## config.mk

```make
export PLATFORM = sky130hd
export DESIGN_NAME = bitmap_run_find_and_flip_top_flat
export DESIGN_NICKNAME = d
export VERILOG_FILES = /design/src/hw/rtl/bmf_pkg.sv /design/src/hw/rtl/bmf_if.sv /design/src/hw/rtl/bmf_ram.sv /design/src/hw/rtl/bmf_ctrl.sv /design/src/hw/rtl/bmf_dp.sv /design/src/hw/rtl/bitmap_run_find_and_flip_top.sv /design/src/flat_wrapper.sv
export SDC_FILE = /design/constraint.sdc
export NUM_CORES = 2
export LEC_CHECK = 0
export ABC_CLOCK_PERIOD_IN_PS = 10200
export BUFFER_PORTS_ARGS = -buffer_cell sky130_fd_sc_hd__buf_4
export CAP_MARGIN = 10
export CORE_ASPECT_RATIO = 1.5
export CORE_MARGIN = 1.5
export CORE_UTILIZATION = 55
export DETAILED_ROUTE_END_ITERATION = 8
export PLACE_DENSITY = 0.71
export REMOVE_ABC_BUFFERS = 1
export SLEW_MARGIN = 20
export SYNTH_ARGS = -nofsm -noshare
export SYNTH_HDL_FRONTEND = slang
export SYNTH_SLANG_ARGS = --single-unit
```

## constraint.sdc

```tcl
create_clock -name clk -period 10.2 [get_ports clk]
set_clock_uncertainty 0.2 [all_clocks]
set_input_delay 2.04 -clock clk [delete_from_list [all_inputs] [get_ports clk]]
set_output_delay 2.04 -clock clk [all_outputs]
set_load 0.005 [all_outputs]
```

## src/hw/rtl/bmf_pkg.sv

```systemverilog
// Shared types and constants of the bit map run finder.
package bmf_pkg;

    localparam int WORD_W  = 32;
    localparam int CFG_W   = 11;
    localparam int KIND_W  = 2;
    localparam int LEN_W   = 11;
    localparam int HINT_W  = 10;
    localparam int WIDX_W  = 5;
    localparam int START_W = 10;

    localparam logic [CFG_W-1:0] SIZE_RESET = 11'd1024;

    // item kinds
    localparam logic [KIND_W-1:0] KIND_WRITE     = 2'd0;
    localparam logic [KIND_W-1:0] KIND_READ      = 2'd1;
    localparam logic [KIND_W-1:0] KIND_FIND_SET  = 2'd2;
    localparam logic [KIND_W-1:0] KIND_FIND_CLR  = 2'd3;

    // result select
    localparam logic [1:0] RES_NONE  = 2'd0;
    localparam logic [1:0] RES_READ  = 2'd1;
    localparam logic [1:0] RES_ROUND = 2'd2;
    localparam logic [1:0] RES_RUN   = 2'd3;

    typedef struct packed {
        logic       load;
        logic       wr_item;
        logic       rd_item;
        logic       clr_step;
        logic       scan_init;
        logic       scan_pass;
        logic       scan_rd;
        logic       byte_step;
        logic       flip_rd;
        logic       flip_wr;
        logic       res_set;
        logic [1:0] res_sel;
        logic       out_load;
    } cmd_t;

    typedef struct packed {
        logic clr_last;
        logic n_zero;
        logic too_long;
        logic step_hit;
        logic pass_end;
        logic word_end;
        logic pass2;
        logic flip_last;
    } sts_t;

endpackage

```

## src/hw/rtl/bmf_if.sv

```systemverilog
// Valid/ready channel interfaces for item and result beats.
interface bmf_in_if;
    logic        valid;
    logic        ready;
    logic [1:0]  kind;
    logic [10:0] run_length;
    logic [9:0]  hint;
    logic [4:0]  word_index;
    logic [31:0] word_data;

    modport source (output valid, kind, run_length, hint, word_index, word_data,
                    input ready);
    modport sink   (input valid, kind, run_length, hint, word_index, word_data,
                    output ready);
endinterface

interface bmf_out_if;
    logic        valid;
    logic        ready;
    logic        found;
    logic [9:0]  run_start;
    logic [31:0] read_word;

    modport source (output valid, found, run_start, read_word, input ready);
    modport sink   (input valid, found, run_start, read_word, output ready);
endinterface

```

## src/hw/rtl/bmf_ram.sv

```systemverilog
// Generic single write, single read RAM with registered read data.
module bmf_ram #(
    parameter int WIDTH = 32,
    parameter int DEPTH = 32,
    localparam int ADDR_W = (DEPTH > 1) ? $clog2(DEPTH) : 1
) (
    input  logic              clk,
    input  logic              we,
    input  logic [ADDR_W-1:0] waddr,
    input  logic [WIDTH-1:0]  wdata,
    input  logic              re,
    input  logic [ADDR_W-1:0] raddr,
    output logic [WIDTH-1:0]  rdata
);

    logic [WIDTH-1:0] mem [DEPTH];

    always_ff @(posedge clk)
    begin
        if (we)
        begin
            mem[waddr] <= wdata;
        end
        if (re)
        begin
            rdata <= mem[raddr];
        end
    end

endmodule

```

## src/hw/rtl/bmf_ctrl.sv

```systemverilog
// Controller state machine: sequences clear, word access, run scan and flip.
module bmf_ctrl (
    input  logic              clk,
    input  logic              rst_n,
    input  logic              in_valid,
    input  logic [1:0]        in_kind,
    output logic              in_ready,
    output logic              out_valid,
    input  logic              out_ready,
    input  bmf_pkg::sts_t     sts,
    output bmf_pkg::cmd_t     cmd
);
    import bmf_pkg::*;

    localparam logic [3:0] S_CLR  = 4'd0;
    localparam logic [3:0] S_IDLE = 4'd1;
    localparam logic [3:0] S_RDD  = 4'd2;
    localparam logic [3:0] S_FCHK = 4'd3;
    localparam logic [3:0] S_SRD  = 4'd4;
    localparam logic [3:0] S_SBY  = 4'd5;
    localparam logic [3:0] S_FRD  = 4'd6;
    localparam logic [3:0] S_FWR  = 4'd7;
    localparam logic [3:0] S_FIN  = 4'd8;

    logic [3:0] state_reg, state_next;
    logic       out_valid_reg, out_valid_next;
    logic       accept;

    assign in_ready  = (state_reg == S_IDLE);
    assign out_valid = out_valid_reg;
    assign accept    = in_valid && in_ready;

    // next state and commands
    always_comb
    begin
        state_next     = state_reg;
        out_valid_next = out_valid_reg && !out_ready;
        cmd            = '0;
        case (state_reg)
            S_CLR:
            begin
                cmd.clr_step = 1'b1;
                if (sts.clr_last)
                begin
                    state_next = S_IDLE;
                end
            end
            S_IDLE:
            begin
                if (accept)
                begin
                    cmd.load = 1'b1;
                    case (in_kind)
                        KIND_WRITE:
                        begin
                            cmd.wr_item = 1'b1;
                            cmd.res_set = 1'b1;
                            cmd.res_sel = RES_NONE;
                            state_next  = S_FIN;
                        end
                        KIND_READ:
                        begin
                            cmd.rd_item = 1'b1;
                            state_next  = S_RDD;
                        end
                        default:
                        begin
                            state_next = S_FCHK;
                        end
                    endcase
                end
            end
            S_RDD:
            begin
                cmd.res_set = 1'b1;
                cmd.res_sel = RES_READ;
                state_next  = S_FIN;
            end
            S_FCHK:
            begin
                if (sts.n_zero)
                begin
                    cmd.res_set = 1'b1;
                    cmd.res_sel = RES_ROUND;
                    state_next  = S_FIN;
                end
                else if (sts.too_long)
                begin
                    cmd.res_set = 1'b1;
                    cmd.res_sel = RES_NONE;
                    state_next  = S_FIN;
                end
                else
                begin
                    cmd.scan_init = 1'b1;
                    cmd.scan_pass = 1'b0;
                    state_next    = S_SRD;
                end
            end
            S_SRD:
            begin
                cmd.scan_rd = 1'b1;
                state_next  = S_SBY;
            end
            S_SBY:
            begin
                cmd.byte_step = 1'b1;
                if (sts.step_hit)
                begin
                    state_next = S_FRD;
                end
                else if (sts.pass_end)
                begin
                    if (!sts.pass2)
                    begin
                        cmd.scan_init = 1'b1;
                        cmd.scan_pass = 1'b1;
                        state_next    = S_SRD;
                    end
                    else
                    begin
                        cmd.res_set = 1'b1;
                        cmd.res_sel = RES_NONE;
                        state_next  = S_FIN;
                    end
                end
                else if (sts.word_end)
                begin
                    state_next = S_SRD;
                end
            end
            S_FRD:
            begin
                cmd.flip_rd = 1'b1;
                state_next  = S_FWR;
            end
            S_FWR:
            begin
                cmd.flip_wr = 1'b1;
                if (sts.flip_last)
                begin
                    cmd.res_set = 1'b1;
                    cmd.res_sel = RES_RUN;
                    state_next  = S_FIN;
                end
                else
                begin
                    state_next = S_FRD;
                end
            end
            S_FIN:
            begin
                // hand the result over once the output register is free
                if (!out_valid_reg || out_ready)
                begin
                    cmd.out_load   = 1'b1;
                    out_valid_next = 1'b1;
                    state_next     = S_IDLE;
                end
            end
            default:
            begin
                state_next = S_IDLE;
            end
        endcase
    end

    always_ff @(posedge clk or negedge rst_n)
    begin
        if (!rst_n)
        begin
            state_reg     <= S_CLR;
            out_valid_reg <= 1'b0;
        end
        else
        begin
            state_reg     <= state_next;
            out_valid_reg <= out_valid_next;
        end
    end

endmodule

```

## src/hw/rtl/bmf_dp.sv

```systemverilog
// Datapath: item registers, byte scanner, flip mask, map RAM port and result.
module bmf_dp #(
    parameter int MAP_BITS = 1024
) (
    input  logic                       clk,
    input  logic                       rst_n,
    input  bmf_pkg::cmd_t              cmd,
    output bmf_pkg::sts_t              sts,
    input  logic                       cfg_we,
    input  logic [bmf_pkg::CFG_W-1:0]  cfg_data,
    input  logic [bmf_pkg::KIND_W-1:0] in_kind,
    input  logic [bmf_pkg::LEN_W-1:0]  in_run_length,
    input  logic [bmf_pkg::HINT_W-1:0] in_hint,
    input  logic [bmf_pkg::WIDX_W-1:0] in_word_index,
    input  logic [bmf_pkg::WORD_W-1:0] in_word_data,
    output logic                       out_found,
    output logic [bmf_pkg::START_W-1:0] out_run_start,
    output logic [bmf_pkg::WORD_W-1:0] out_read_word
);
    import bmf_pkg::*;

    localparam int MAP_WORDS = MAP_BITS / WORD_W;
    localparam int AW  = (MAP_WORDS > 1) ? $clog2(MAP_WORDS) : 1;
    localparam int SZW = $clog2(MAP_BITS + 1);
    localparam int PW  = ((SZW > CFG_W) ? SZW : CFG_W) + 1;

    // size register and clear sweep counter
    logic [CFG_W-1:0] cfg_reg;
    logic [AW-1:0]    clr_cnt_reg;

    // item registers
    logic [KIND_W-1:0] kind_reg;
    logic [PW-1:0]     n_reg;
    logic [PW-1:0]     hint_reg;
    logic              widx_ok_reg;
    logic [PW-1:0]     base_reg;
    logic [PW-1:0]     run_reg;
    logic              pass_reg;
    logic [PW-1:0]     hitpos_reg;
    logic [AW-1:0]     fw_reg;
    logic [1:0]        res_sel_reg;

    logic              found_reg;
    logic [START_W-1:0] start_reg;
    logic [WORD_W-1:0] rword_reg;

    // RAM port
    logic              ram_we, ram_re;
    logic [AW-1:0]     ram_waddr, ram_raddr;
    logic [WORD_W-1:0] ram_wdata, ram_rdata;

    logic [PW-1:0] size;
    logic [PW-1:0] cfg_ext;
    logic [PW-1:0] hint_ext;
    logic [PW-1:0] lo;
    logic          want;
    logic          widx_ok_live;
    logic          step_hit;
    logic [PW-1:0] step_pos;
    logic [PW-1:0] step_run;
    logic [PW-1:0] run_end;
    logic [WORD_W-1:0] flip_mask;

    assign cfg_ext  = PW'(cfg_reg);
    assign size     = (cfg_ext > PW'(MAP_BITS)) ? PW'(MAP_BITS) : cfg_ext;
    assign hint_ext = PW'(in_hint);
    assign lo       = pass_reg ? '0 : hint_reg;
    assign want     = (kind_reg == KIND_FIND_SET);
    assign widx_ok_live = (32'(in_word_index) < 32'(MAP_WORDS));
    assign run_end  = hitpos_reg + n_reg - PW'(1);

    // one byte of the scan: run counter carried across eight bits
    always_comb
    begin
        logic [PW-1:0] p;
        logic          m;
        step_run = run_reg;
        step_hit = 1'b0;
        step_pos = '0;
        for (int j = 0; j < 8; j++)
        begin
            p = base_reg + PW'(j);
            m = (p >= lo) && (p < size) && (ram_rdata[{base_reg[4:3], 3'(j)}] == want);
            step_run = m ? step_run + PW'(1) : '0;
            if (m && !step_hit && (step_run >= n_reg))
            begin
                step_hit = 1'b1;
                step_pos = p + PW'(1) - n_reg;
            end
        end
    end

    // bits of the current flip word that fall inside the run
    always_comb
    begin
        logic [PW-1:0] p;
        for (int i = 0; i < WORD_W; i++)
        begin
            p = PW'({fw_reg, 5'(i)});
            flip_mask[i] = (p >= hitpos_reg) && (p <= run_end);
        end
    end

    // RAM port selection
    always_comb
    begin
        ram_we    = 1'b0;
        ram_waddr = fw_reg;
        ram_wdata = want ? (ram_rdata & ~flip_mask) : (ram_rdata | flip_mask);
        if (cmd.clr_step)
        begin
            ram_we    = 1'b1;
            ram_waddr = clr_cnt_reg;
            ram_wdata = '0;
        end
        else if (cmd.wr_item)
        begin
            ram_we    = widx_ok_live;
            ram_waddr = AW'(in_word_index);
            ram_wdata = in_word_data;
        end
        else if (cmd.flip_wr)
        begin
            ram_we = 1'b1;
        end
    end

    always_comb
    begin
        ram_re    = cmd.rd_item || cmd.scan_rd || cmd.flip_rd;
        ram_raddr = fw_reg;
        if (cmd.rd_item)
        begin
            ram_raddr = AW'(in_word_index);
        end
        else if (cmd.scan_rd)
        begin
            ram_raddr = base_reg[AW+4:5];
        end
    end

    bmf_ram #(
        .WIDTH (WORD_W),
        .DEPTH (MAP_WORDS)
    ) u_ram (
        .clk   (clk),
        .we    (ram_we),
        .waddr (ram_waddr),
        .wdata (ram_wdata),
        .re    (ram_re),
        .raddr (ram_raddr),
        .rdata (ram_rdata)
    );

    // status
    assign sts.clr_last  = (32'(clr_cnt_reg) == 32'(MAP_WORDS - 1));
    assign sts.n_zero    = (n_reg == '0);
    assign sts.too_long  = (n_reg > size);
    assign sts.step_hit  = step_hit;
    assign sts.pass_end  = ((base_reg + PW'(8)) >= size);
    assign sts.word_end  = (base_reg[4:3] == 2'b11);
    assign sts.pass2     = pass_reg;
    assign sts.flip_last = (fw_reg == run_end[AW+4:5]);

    // control registers
    always_ff @(posedge clk or negedge rst_n)
    begin
        if (!rst_n)
        begin
            cfg_reg     <= SIZE_RESET;
            clr_cnt_reg <= '0;
        end
        else
        begin
            if (cfg_we)
            begin
                cfg_reg <= cfg_data;
            end
            if (cmd.clr_step)
            begin
                clr_cnt_reg <= clr_cnt_reg + AW'(1);
            end
        end
    end

    // payload registers
    always_ff @(posedge clk)
    begin
        if (cmd.load)
        begin
            kind_reg    <= in_kind;
            n_reg       <= PW'(in_run_length);
            hint_reg    <= (hint_ext >= size) ? '0 : hint_ext;
            widx_ok_reg <= widx_ok_live;
        end
        if (cmd.scan_init)
        begin
            pass_reg <= cmd.scan_pass;
            base_reg <= (cmd.scan_pass ? '0 : hint_reg) & ~PW'(7);
            run_reg  <= '0;
        end
        else if (cmd.byte_step)
        begin
            base_reg <= base_reg + PW'(8);
            run_reg  <= step_run;
            if (step_hit)
            begin
                hitpos_reg <= step_pos;
                fw_reg     <= step_pos[AW+4:5];
            end
        end
        else if (cmd.flip_wr)
        begin
            fw_reg <= fw_reg + AW'(1);
        end
        if (cmd.res_set)
        begin
            res_sel_reg <= cmd.res_sel;
        end
        if (cmd.out_load)
        begin
            found_reg <= 1'b0;
            start_reg <= '0;
            rword_reg <= '0;
            case (res_sel_reg)
                RES_READ:
                begin
                    rword_reg <= widx_ok_reg ? ram_rdata : '0;
                end
                RES_ROUND:
                begin
                    found_reg <= 1'b1;
                    start_reg <= hint_reg[START_W-1:0] & ~START_W'(7);
                end
                RES_RUN:
                begin
                    found_reg <= 1'b1;
                    start_reg <= hitpos_reg[START_W-1:0];
                end
                default:
                begin
                    found_reg <= 1'b0;
                end
            endcase
        end
    end

    assign out_found     = found_reg;
    assign out_run_start = start_reg;
    assign out_read_word = rword_reg;

endmodule

```

## src/hw/rtl/bitmap_run_find_and_flip_top.sv

```systemverilog
// Top level of the bit map run finder with word access.
// The block keeps a MAP_BITS-bit allocation map in a RAM of 32-bit words and
// takes one item at a time. After reset a clearing pass writes zero to all
// MAP_BITS/32 words, one per cycle, before the first item is accepted. A
// write item writes the RAM when accepted and then loads the result register;
// a read item reads the RAM when accepted, then selects the read result and
// loads the read word into the result register. A find item scans the map
// one byte per cycle, with a RAM read state before each word, from the hint
// up to the size and then once more from zero; on a hit, each map word that
// the flipped run touches is read and then written back. The result register
// lets a finished result wait while the next item is accepted.
module bitmap_run_find_and_flip_top #(
    parameter int MAP_BITS = 1024
) (
    input  logic                      clk,
    input  logic                      rst_n,
    bmf_in_if.sink                    req,
    bmf_out_if.source                 rsp,
    input  logic                      cfg_we,
    input  logic [bmf_pkg::CFG_W-1:0] cfg_data
);
    import bmf_pkg::*;

    cmd_t cmd;
    sts_t sts;

    bmf_ctrl u_ctrl (
        .clk       (clk),
        .rst_n     (rst_n),
        .in_valid  (req.valid),
        .in_kind   (req.kind),
        .in_ready  (req.ready),
        .out_valid (rsp.valid),
        .out_ready (rsp.ready),
        .sts       (sts),
        .cmd       (cmd)
    );

    bmf_dp #(
        .MAP_BITS (MAP_BITS)
    ) u_dp (
        .clk           (clk),
        .rst_n         (rst_n),
        .cmd           (cmd),
        .sts           (sts),
        .cfg_we        (cfg_we),
        .cfg_data      (cfg_data),
        .in_kind       (req.kind),
        .in_run_length (req.run_length),
        .in_hint       (req.hint),
        .in_word_index (req.word_index),
        .in_word_data  (req.word_data),
        .out_found     (rsp.found),
        .out_run_start (rsp.run_start),
        .out_read_word (rsp.read_word)
    );

endmodule
```

## src/flat_wrapper.sv

```systemverilog
// flat-port wrapper written by rule: the top's interface ports become plain ports
module bitmap_run_find_and_flip_top_flat import bmf_pkg::*;
#(
    parameter int MAP_BITS = 1024
)
  (clk, rst_n, cfg_we, cfg_data, req_valid, req_kind, req_run_length, req_hint, req_word_index, req_word_data, req_ready, rsp_valid, rsp_found, rsp_run_start, rsp_read_word, rsp_ready);
  bmf_in_if req_i ();
  bmf_out_if rsp_i ();
  input  logic clk;
  input  logic rst_n;
  input  logic cfg_we;
  input  logic [bmf_pkg::CFG_W-1:0] cfg_data;
  input wire logic [$bits(req_i.valid)-1:0] req_valid;
  input wire logic [$bits(req_i.kind)-1:0] req_kind;
  input wire logic [$bits(req_i.run_length)-1:0] req_run_length;
  input wire logic [$bits(req_i.hint)-1:0] req_hint;
  input wire logic [$bits(req_i.word_index)-1:0] req_word_index;
  input wire logic [$bits(req_i.word_data)-1:0] req_word_data;
  output wire logic [$bits(req_i.ready)-1:0] req_ready;
  output wire logic [$bits(rsp_i.valid)-1:0] rsp_valid;
  output wire logic [$bits(rsp_i.found)-1:0] rsp_found;
  output wire logic [$bits(rsp_i.run_start)-1:0] rsp_run_start;
  output wire logic [$bits(rsp_i.read_word)-1:0] rsp_read_word;
  input wire logic [$bits(rsp_i.ready)-1:0] rsp_ready;
  assign req_i.valid = req_valid;
  assign req_i.kind = req_kind;
  assign req_i.run_length = req_run_length;
  assign req_i.hint = req_hint;
  assign req_i.word_index = req_word_index;
  assign req_i.word_data = req_word_data;
  assign req_ready = req_i.ready;
  assign rsp_valid = rsp_i.valid;
  assign rsp_found = rsp_i.found;
  assign rsp_run_start = rsp_i.run_start;
  assign rsp_read_word = rsp_i.read_word;
  assign rsp_i.ready = rsp_ready;
  bitmap_run_find_and_flip_top #(.MAP_BITS(MAP_BITS)) u_core (.clk(clk), .rst_n(rst_n), .req(req_i), .rsp(rsp_i), .cfg_we(cfg_we), .cfg_data(cfg_data));
endmodule
```

==> impl_metrics.py <==
metrics = {
    "synthesis": {
        "syn-cell-area_um2": 57900,
        "synth.distinct_cells": 116,
        "ys_warn_count": 0,
        "synthCells": 3966,
        "netlist.top_cell.by_area": "edfxtp_1",
        "syn_area_per_cell_um2": 14.6,
        "synth_area_leaders": "edfxtp_1, mux4_2, ha_1",
        "synth-main-ff-cell": "edfxtp_1",
        "synth_top_cell_area_share_pct": 59.7,
        "synth_seq_area_share_pct": 61.0,
        "ys_ff_latch": 1184,
        "async_reset_ff_share_pct": 1.77,
        "synth_edf_count": 1151,
    },
    "cells_and_area": {
        "multi_input_area_um2": 21800,
        "regArea_um2": 35300,
        "nFillCells": 7707,
        "fin_nets": 4486,
        "largest_reg_flops": 1024,
        "area_growth_pct": 12.4,
        "max_flop_register": "u_core.u_dp.u_ram.mem",
        "drive_gt1_share_pct": 21.6,
        "final_cell_area_um2": 65100,
    },
    "flow_run": {
        "cap_violations": 0,
    },
    "route": {
        "firstDrtPassIters": 6,
        "wire_per_inst_um": 30.9,
        "drt-initial-drc-count": 4567,
        "wl_um": 175000,
        "vias": 37100,
        "drc": 0,
        "drt-vias-per-instance": 6.54,
        "drtAntennaViolNets": 0,
    },
    "global_routing": {
        "gr-usage-all-layers_pct": 33.0,
        "overflow": 0,
        "grt_max_degree": 104,
        "grt_pass1_wl_um": 251000,
        "first_global_vias": 36800,
        "antenna_found_initial": 6,
    },
    "clock_network": {
        "insertion_delay_ns": 0.73,
        "cts_tree": "done",
        "cts-root-buf": "clkbuf_16",
        "clock_sinks": 1184,
        "path_clk_slew_ns": 0.08,
        "cts_made_buffers": 105,
        "cts_max_path_buffers": 3,
        "h-tree-depth": 3,
    },
    "timing": {
        "hold_viol": 0,
        "fmax_mhz": 102,
        "post-route-min-period_ns": 9.76,
        "finalSetupViolations": 0,
        "worst_slack_ns": 0.443,
        "period_share_pct": 95.7,
        "timing.final.max_slew_violations": 0,
        "tightest_slew_ns": 1.13,
        "slew_headroom_pct": 24.6,
        "grt_setup_unrepaired": "true",
    },
    "die": {
        "design.core.area_um2": 104000,
        "placementRows": 145,
        "start_util_pct": 55.5,
        "pin_count": 121,
        "die_h_um": 400,
        "die_width_um": 268,
        "die_area_um2": 107000,
    },
    "setup_path": {
        "crit_path_start": "u_core.u_dp.pass_reg$_DFFE_PN_",
        "cp_max_fo": 10,
        "path_class": "flip-flop to flip-flop",
        "reg2reg_depth": 33,
        "regToRegEndpoint": "u_core.u_dp.fw_reg[3]$_DFFE_PP_",
        "cpPeakStageDelay_ns": 0.50,
        "rrSetupSlack_ns": 0.44,
        "worstPathRequired_ns": 10.42,
        "crit_path_end_kind": "flip-flop",
        "crit_end": "u_core.u_dp.fw_reg[3]$_DFFE_PP_",
        "r2r-start": "u_core.u_dp.pass_reg$_DFFE_PN_",
        "startpoint_type": "flip-flop",
        "worstPathArrival_ns": 9.98,
        "crit_path_frequent_cell": "ha_1",
        "cp_slowest_cell": "edfxtp_1",
    },
    "min_path": {
        "hold_path_class": "flip-flop to flip-flop",
        "hold_depth": 1,
        "hp-start": "u_core.u_dp.clr_cnt_reg[3]$_DFFE_PN0P_",
    },
    "place": {
        "placed_area_um2": 61600,
        "hpwl_um": 111000,
        "gp_congestion": 1.06,
        "portBuffers": 120,
        "pre_cts_ws_ns": 0.0720,
    },
    "power": {
        "p_per_area_nw_per_um2": 259,
        "p_leak_nw": 22.6,
        "ir_worst_vdd_mv": 0.266,
    },
    "run_status": {
        "status": "complete, no violations",
    },
}
[critical path, delay by kind of cell (launching register included)]
kind / cells / cell delay [ns]
AO/OA/AOI/OAI: 8 / 2.42
XOR/XNOR: 1 / 0.21
adder cells (fa/ha/maj): 6 / 1.84
buffers and inverters: 1 / 0.06
flip-flops: 1 / 0.50
multiplexers: 2 / 0.51
AND/OR/NAND/NOR: 15 / 3.70
[Yosys cell counts (11+ instances only)]
cell type	number
nor3_1	55
a21oi_1	228
xnor2_1	72
a221oi_1	11
or3_1	15
o22ai_1	13
dfxtp_1	12
and2_1	60
nand2b_1	54
and3_1	19
o211ai_1	57
nor4_1	17
clkbuf_1	131
ha_1	205
inv_1	114
a31oi_1	18
buf_1	45
dfrtp_1	20
nand2_1	228
mux2i_1	117
a21o_1	52
o21ai_0	142
mux4_2	263
xor2_1	49
a211o_1	11
mux2_2	80
nor2_1	293
nand4_1	23
a211oi_1	16
nor2b_1	53
o21a_1	22
o21bai_1	12
nand3_1	53
edfxtp_1	1151
[worst min-delay path by stage]
stage                                        endpoint  slack [ns]
6_report       u_core.u_dp.clr_cnt_reg[3]$_DFFE_PN0P_        0.30
3_3_place_gp   u_core.u_dp.clr_cnt_reg[3]$_DFFE_PN0P_        0.28
5_1_grt        u_core.u_dp.clr_cnt_reg[3]$_DFFE_PN0P_        0.32
2_1_floorplan  u_core.u_dp.clr_cnt_reg[3]$_DFFE_PN0P_        0.26
3_5_place_dp   u_core.u_dp.clr_cnt_reg[3]$_DFFE_PN0P_        0.29
4_1_cts        u_core.u_dp.clr_cnt_reg[3]$_DFFE_PN0P_        0.30
[what timing repair did]
item / 4_1_cts / 5_1_grt
setup buffers: 0 / 8
hold buffers: 0 / 0
setup endpoints to repair: 0 / 62
resized for setup: 0 / 17
[layout make-up]
| type | count | area share [%] |
|---|---|---|
| Sequential cell | 1184 | 54.3 |
| Multi-Input combinational cell | 2475 | 33.6 |
| Clock buffer | 128 | 4.17 |
| Timing Repair Buffer | 313 | 3.71 |
| Tap cell | 1396 | 2.68 |
| Clock inverter | 62 | 0.909 |
| Inverter | 117 | 0.675 |
| Antenna cell | 3 | 0.0115 |
[placed cells by master (no fill, tap or decap), types with 12 or more instances in the layout]
master / n
mux4_2: 263
clkbuf_16: 105
mux2_2: 80
nand2b_1: 53
ha_1: 204
o211ai_1: 57
a31oi_1: 18
o21a_1: 22
mux2i_1: 117
xnor2_1: 72
a21oi_2: 12
buf_4: 308
nand4_1: 23
a21oi_1: 223
clkbuf_1: 23
nor4_1: 16
nor2_4: 34
nor3_1: 54
dfxtp_1: 12
and3_1: 18
o21bai_1: 12
inv_1: 114
xor2_1: 48
nand3_1: 53
nor2_1: 258
a211oi_1: 14
or3_1: 14
o22ai_1: 13
dfrtp_1: 20
nor2b_1: 51
clkinv_2: 13
o21ai_0: 137
nand2_1: 228
a21o_1: 52
edfxtp_1: 1151
and2_1: 60
clkinv_1: 23
[metrics by stage]
stage,TNS (ns),util (%),total power [mW],cells,hold WS [ns]
after floorplan,-499.41,-,12.2,3776,0.259
after global placement,0,59.1,13.0,5477,0.282
after CTS,0,62.2,16.9,5667,0.298
after detailed placement,0,59.1,13.1,5477,0.285
final,0,62.4,16.9,5678,0.298
after global routing,-0.316,62.4,17.5,5677,0.317
[where the power goes]
part / switching (mW) / internal, mW
combinational: 3.86 / 2.36
sequential: 0.297 / 6.52
clock: 1.79 / 2.05
total: 5.95 / 10.9
[routing by layer]
metal	vias to the layer above	part of all wire (%)	wire, um	global-route usage [%]
li1	16000	-	-	-
met1	18700	36	62500	40.1
met2	1946	50	87700	55.3
met3	521	7.3	12800	4.84
met4	2	7.1	12400	20.5
met5	-	0.0074	13	0
[cells by family after synthesis]
group                    synth area share (%)
adder cells (fa/ha/maj)                  4.74
buffers and inverters                    2.07
multiplexers                             13.9
XOR/XNOR                                 1.89
AO/OA/AOI/OAI                            8.15
flip-flops                               61.0
AND/OR/NAND/NOR                          8.20
Note: power is estimated with default switching activity, not from simulation.
